<file path="src/stfs_pkg.sv">
// Shared types and constants for the sorted-table floor search block.
// Depends on nothing; every other file of the block imports it.
`timescale 1ns / 1ps

package stfs_pkg;

    // Table geometry.
    localparam int TABLE_DEPTH = 256;
    localparam int IDX_W       = $clog2(TABLE_DEPTH);
    localparam int CNT_W       = IDX_W + 1;
    localparam int KEY_W       = 32;

    // Item commands.
    localparam logic CMD_WRITE  = 1'b0;
    localparam logic CMD_LOOKUP = 1'b1;

    // Controller states, one-hot.
    typedef enum logic [4:0] {
        ST_IDLE   = 5'b00001,
        ST_CHK_LO = 5'b00010,
        ST_CHK_HI = 5'b00100,
        ST_SRCH   = 5'b01000,
        ST_EMIT   = 5'b10000
    } state_t;

    // Commands from the controller to the datapath.
    typedef struct packed {
        logic wr_en;
        logic start;
        logic chk_lo;
        logic chk_hi;
        logic srch;
        logic emit;
    } ctrl_cmd_t;

    // Status from the datapath to the controller.
    typedef struct packed {
        logic done;
        logic out_free;
    } dp_stat_t;

endpackage

</file>
<file path="src/stfs_ctrl.sv">
// Controller state machine of the floor search block.
// Depends on stfs_pkg for the state encoding and the command and status structs.
`timescale 1ns / 1ps

module stfs_ctrl (
    input  logic               clk,
    input  logic               rst_n,
    input  logic               in_valid,
    input  logic               cmd,
    output logic               in_stall,
    input  stfs_pkg::dp_stat_t stat,
    output stfs_pkg::ctrl_cmd_t ctl
);
    import stfs_pkg::*;

    state_t state_reg;
    state_t state_next;
    logic   idle;

    assign idle     = (state_reg == ST_IDLE);
    assign in_stall = !idle;

    always_comb
    begin
        ctl        = '0;
        ctl.wr_en  = idle && in_valid && (cmd == CMD_WRITE);
        ctl.start  = idle && in_valid && (cmd == CMD_LOOKUP);
        ctl.chk_lo = (state_reg == ST_CHK_LO);
        ctl.chk_hi = (state_reg == ST_CHK_HI);
        ctl.srch   = (state_reg == ST_SRCH);
        ctl.emit   = (state_reg == ST_EMIT);
    end

    always_comb
    begin
        state_next = state_reg;
        unique case (state_reg)
            ST_IDLE:
            begin
                if (ctl.start)
                begin
                    state_next = ST_CHK_LO;
                end
            end
            ST_CHK_LO:
            begin
                state_next = ST_CHK_HI;
            end
            ST_CHK_HI, ST_SRCH:
            begin
                state_next = stat.done ? ST_EMIT : ST_SRCH;
            end
            ST_EMIT:
            begin
                if (stat.out_free)
                begin
                    state_next = ST_IDLE;
                end
            end
            default:
            begin
                state_next = ST_IDLE;
            end
        endcase
    end

    always_ff @(posedge clk or negedge rst_n)
    begin
        if (!rst_n)
        begin
            state_reg <= ST_IDLE;
        end
        else
        begin
            state_reg <= state_next;
        end
    end

endmodule

</file>
<file path="config.mk">
export PLATFORM = sky130hd
export DESIGN_NAME = stfs_ctrl
export DESIGN_NICKNAME = d
export VERILOG_FILES = /design/src/stfs_pkg.sv /design/src/stfs_ctrl.sv
export SDC_FILE = /design/constraint.sdc
export NUM_CORES = 1
export LEC_CHECK = 0
export CAP_MARGIN = 5
export CORE_AREA = 4 4 41 43
export CTS_BUF_LIST = sky130_fd_sc_hd__clkbuf_16
export DETAILED_ROUTE_END_ITERATION = 6
export DIE_AREA = 0 0 45 47
export DONT_BUFFER_PORTS = 1
export GPL_ROUTABILITY_DRIVEN = 0
export SKIP_CTS_REPAIR_TIMING = 1
export SLEW_MARGIN = 20
export SYNTH_ARGS = -nofsm -noshare
export SYNTH_HDL_FRONTEND = slang
export SYNTH_SLANG_ARGS = --single-unit
</file>
<file path="constraint.sdc">
create_clock -name clk -period 2.8 [get_ports clk]
set_clock_uncertainty 0.1 [all_clocks]
set_input_delay 0.28 -clock clk [delete_from_list [all_inputs] [get_ports clk]]
set_output_delay 0.28 -clock clk [all_outputs]
set_load 0.02 [all_outputs]
</file>
==> impl_metrics.json <==
{
  "regToRegSetupSlack_ns": 1.27,
  "clk_pin_slew_ns": 0.03,
  "cp.buffers_inverters": 0,
  "layout.cells.non_filler": 58,
  "max_freq_mhz": 442,
  "worst_hold_path.endpoint": "state_reg[3]$_DFFE_PN0P_",
  "synth_cells": 42,
  "syn_area_um2": 359,
  "grt_pass1_wl_mm": 1.32,
  "synth.most_common_cell": "nor3_1",
  "ys_ff_latch": 5,
  "io_buffers": 0,
  "ys_types": 24,
  "final_max_slew_viol_count": 0,
  "vdd_drop_max_mv": 0.352,
  "cp_max_fo": 8,
  "overflow": 0,
  "antenna_found_initial": 0,
  "worst_slew_pin_slew_ns": 0.653,
  "crit_chain": "nor2_1 > nand3_1 > nor3_1",
  "wl_per_cell_um": 13.8,
  "clock_latency_ns": 0.23,
  "postSynthAreaPerCell_um2": 8.55,
  "timing.rr.end": "state_reg[0]$_DFFE_PN1P_",
  "die_w_um": 45,
  "setup.worst_path.class": "reg -> out",
  "powerDensity_mw_per_mm2": 1070,
  "rsz0062_at_grt": "no",
  "tritoncts": "yes",
  "core_area_mm2": 0.00130,
  "critical_path_depth": 3,
  "arrival_ns": 1.88,
  "p_leak_nw": 0.189,
  "min_from": "stat[1]",
  "syn_nets": 48,
  "via_per_inst": 5.24,
  "drive_above_1_share": 0.163,
  "synthToLayoutAreaGrowth_pct": 21.3,
  "async_flop_share": 1.00,
  "cap_violations": 0,
  "yosys.area.top_type": "dfrtp_1",
  "setup_viol": 0,
  "path_delay_family": "simple AND/OR/NAND/NOR gates",
  "track_usage": 0.0921,
  "cts.htree.levels": 1,
  "die_y_um": 47,
  "fp.dieArea_mm2": 0.00212,
  "dp_hpwl_um": 606,
  "seq_area_frac_synth": 0.352,
  "finalCritPeriodShare": 0.808,
  "n_antenna_cell": 0,
  "remaining_drc_errors": 0,
  "cp_slowest_stage_delay_ns": 0.63,
  "vias": 304,
  "max-clock-path-buffers": 2,
  "fin_tns_setup_ns": 0,
  "cp-start-kind": "flip-flop",
  "worstHoldPathCells": 1,
  "slowest_stage": "nor3_1",
  "synthTopCellsByCount": "nor3_1, nor2_1, dfrtp_1, inv_1",
  "outcome": "completed",
  "initialDrtViolationCount": 1,
  "synth_ff_type": "dfrtp_1",
  "rr_worst_depth": 3,
  "antenna_left": 0,
  "synth_area_leaders": "dfrtp_1, nor3_1, dfstp_2",
  "yosysWarnings": 0,
  "r2r_start": "state_reg[2]$_DFFE_PN0P_",
  "ios": 13,
  "cts_root_buf": "clkbuf_16",
  "synth_top_area_share": 0.279,
  "rows": 13,
  "grt_max_degree": 12,
  "wl_um": 803,
  "fin_nets": 50,
  "max-slew-margin-rel": 0.561,
  "initial_core_util": 0.276,
  "finalHoldViolations": 0,
  "worstSetupEndpointType": "output pin",
  "first_global_vias": 280,
  "cts_inserted_buffers": 3,
  "largest_reg_flops": 5,
  "holdWs_ns": 0.0196,
  "final.min_clock_period_ns": 2.26,
  "fin_util": 0.335,
  "cp_data_required_time_ns": 2.42,
  "firstDrtPassIters": 2,
  "hp-class": "in -> reg",
  "dp_cells": 53,
  "synth-edff-count": 0,
  "cts.sinks": 5
}
==> through the flow <==
step	instance area [um2]	total power, W	setup slack [ns]
final	435	0.000467	0.538
after global routing	435	0.000490	0.428
after CTS	425	0.000470	0.526
after detailed placement	347	0.000232	0.775
after global placement	347	0.000229	0.840
after floorplan	359	0.000219	0.922
==> report_power, final <==
| group | internal, W | switching, W |
|---|---|---|
| Combinational | 0.0000405 | 0.0000707 |
| Clock | 0.000185 | 0.0000480 |
| Sequential | 0.0000907 | 0.0000322 |
| Total | 0.000316 | 0.000151 |
==> routing by layer <==
metal,vias up,GRT usage,share of wire
met5,-,0,0
met1,139,0.118,0.44
met2,10,0.113,0.49
met3,2,0.0421,0.059
met4,0,0.0819,0.012
li1,153,-,-
==> worst max path at each step <==
stage / start / to / slack, ns
after floorplan: state_reg[0]$_DFFE_PN1P_ / ctl[4] / 0.92
after global placement: state_reg[2]$_DFFE_PN0P_ / ctl[5] / 0.84
after detailed placement: state_reg[2]$_DFFE_PN0P_ / ctl[4] / 0.77
after CTS: state_reg[2]$_DFFE_PN0P_ / ctl[4] / 0.53
after global routing: state_reg[2]$_DFFE_PN0P_ / ctl[5] / 0.43
final: state_reg[2]$_DFFE_PN0P_ / ctl[4] / 0.54
==> layout make-up <==
cell class,instances,area [um2]
clock buffers,3,75.1
clock inverters,1,3.75
fillers,141,866
inverters,3,11.3
multi-input cells,30,190
flip-flops and latches,5,126
well taps,15,18.8
repair buffers,1,10.0
==> kinds of logic after synthesis <==
logic type / count (synthesis) / share of synthesized area
AND/OR/NAND/NOR: 23 / 0.355
buffers and inverters: 7 / 0.118
AO/OA/AOI/OAI: 5 / 0.125
flip-flops: 5 / 0.352
XOR/XNOR: 2 / 0.0488
==> layout by cell type (no fill, tap or decap) <==
master	count
xnor2_1	1
dfstp_2	1
or4b_4	1
and3_1	2
or4_1	1
nand3_1	1
a31oi_1	1
o31ai_1	1
nor2b_1	1
inv_1	4
o21ai_2	1
nor2_1	5
o221ai_2	1
nor4_1	1
nor3_1	7
nand2_1	2
dlygate4sd3_1	1
dfrtp_1	4
xor2_1	1
nor4b_1	1
o21a_1	1
or3_1	1
clkbuf_16	3
No activity file was read; power rests on OpenSTA's default activity.
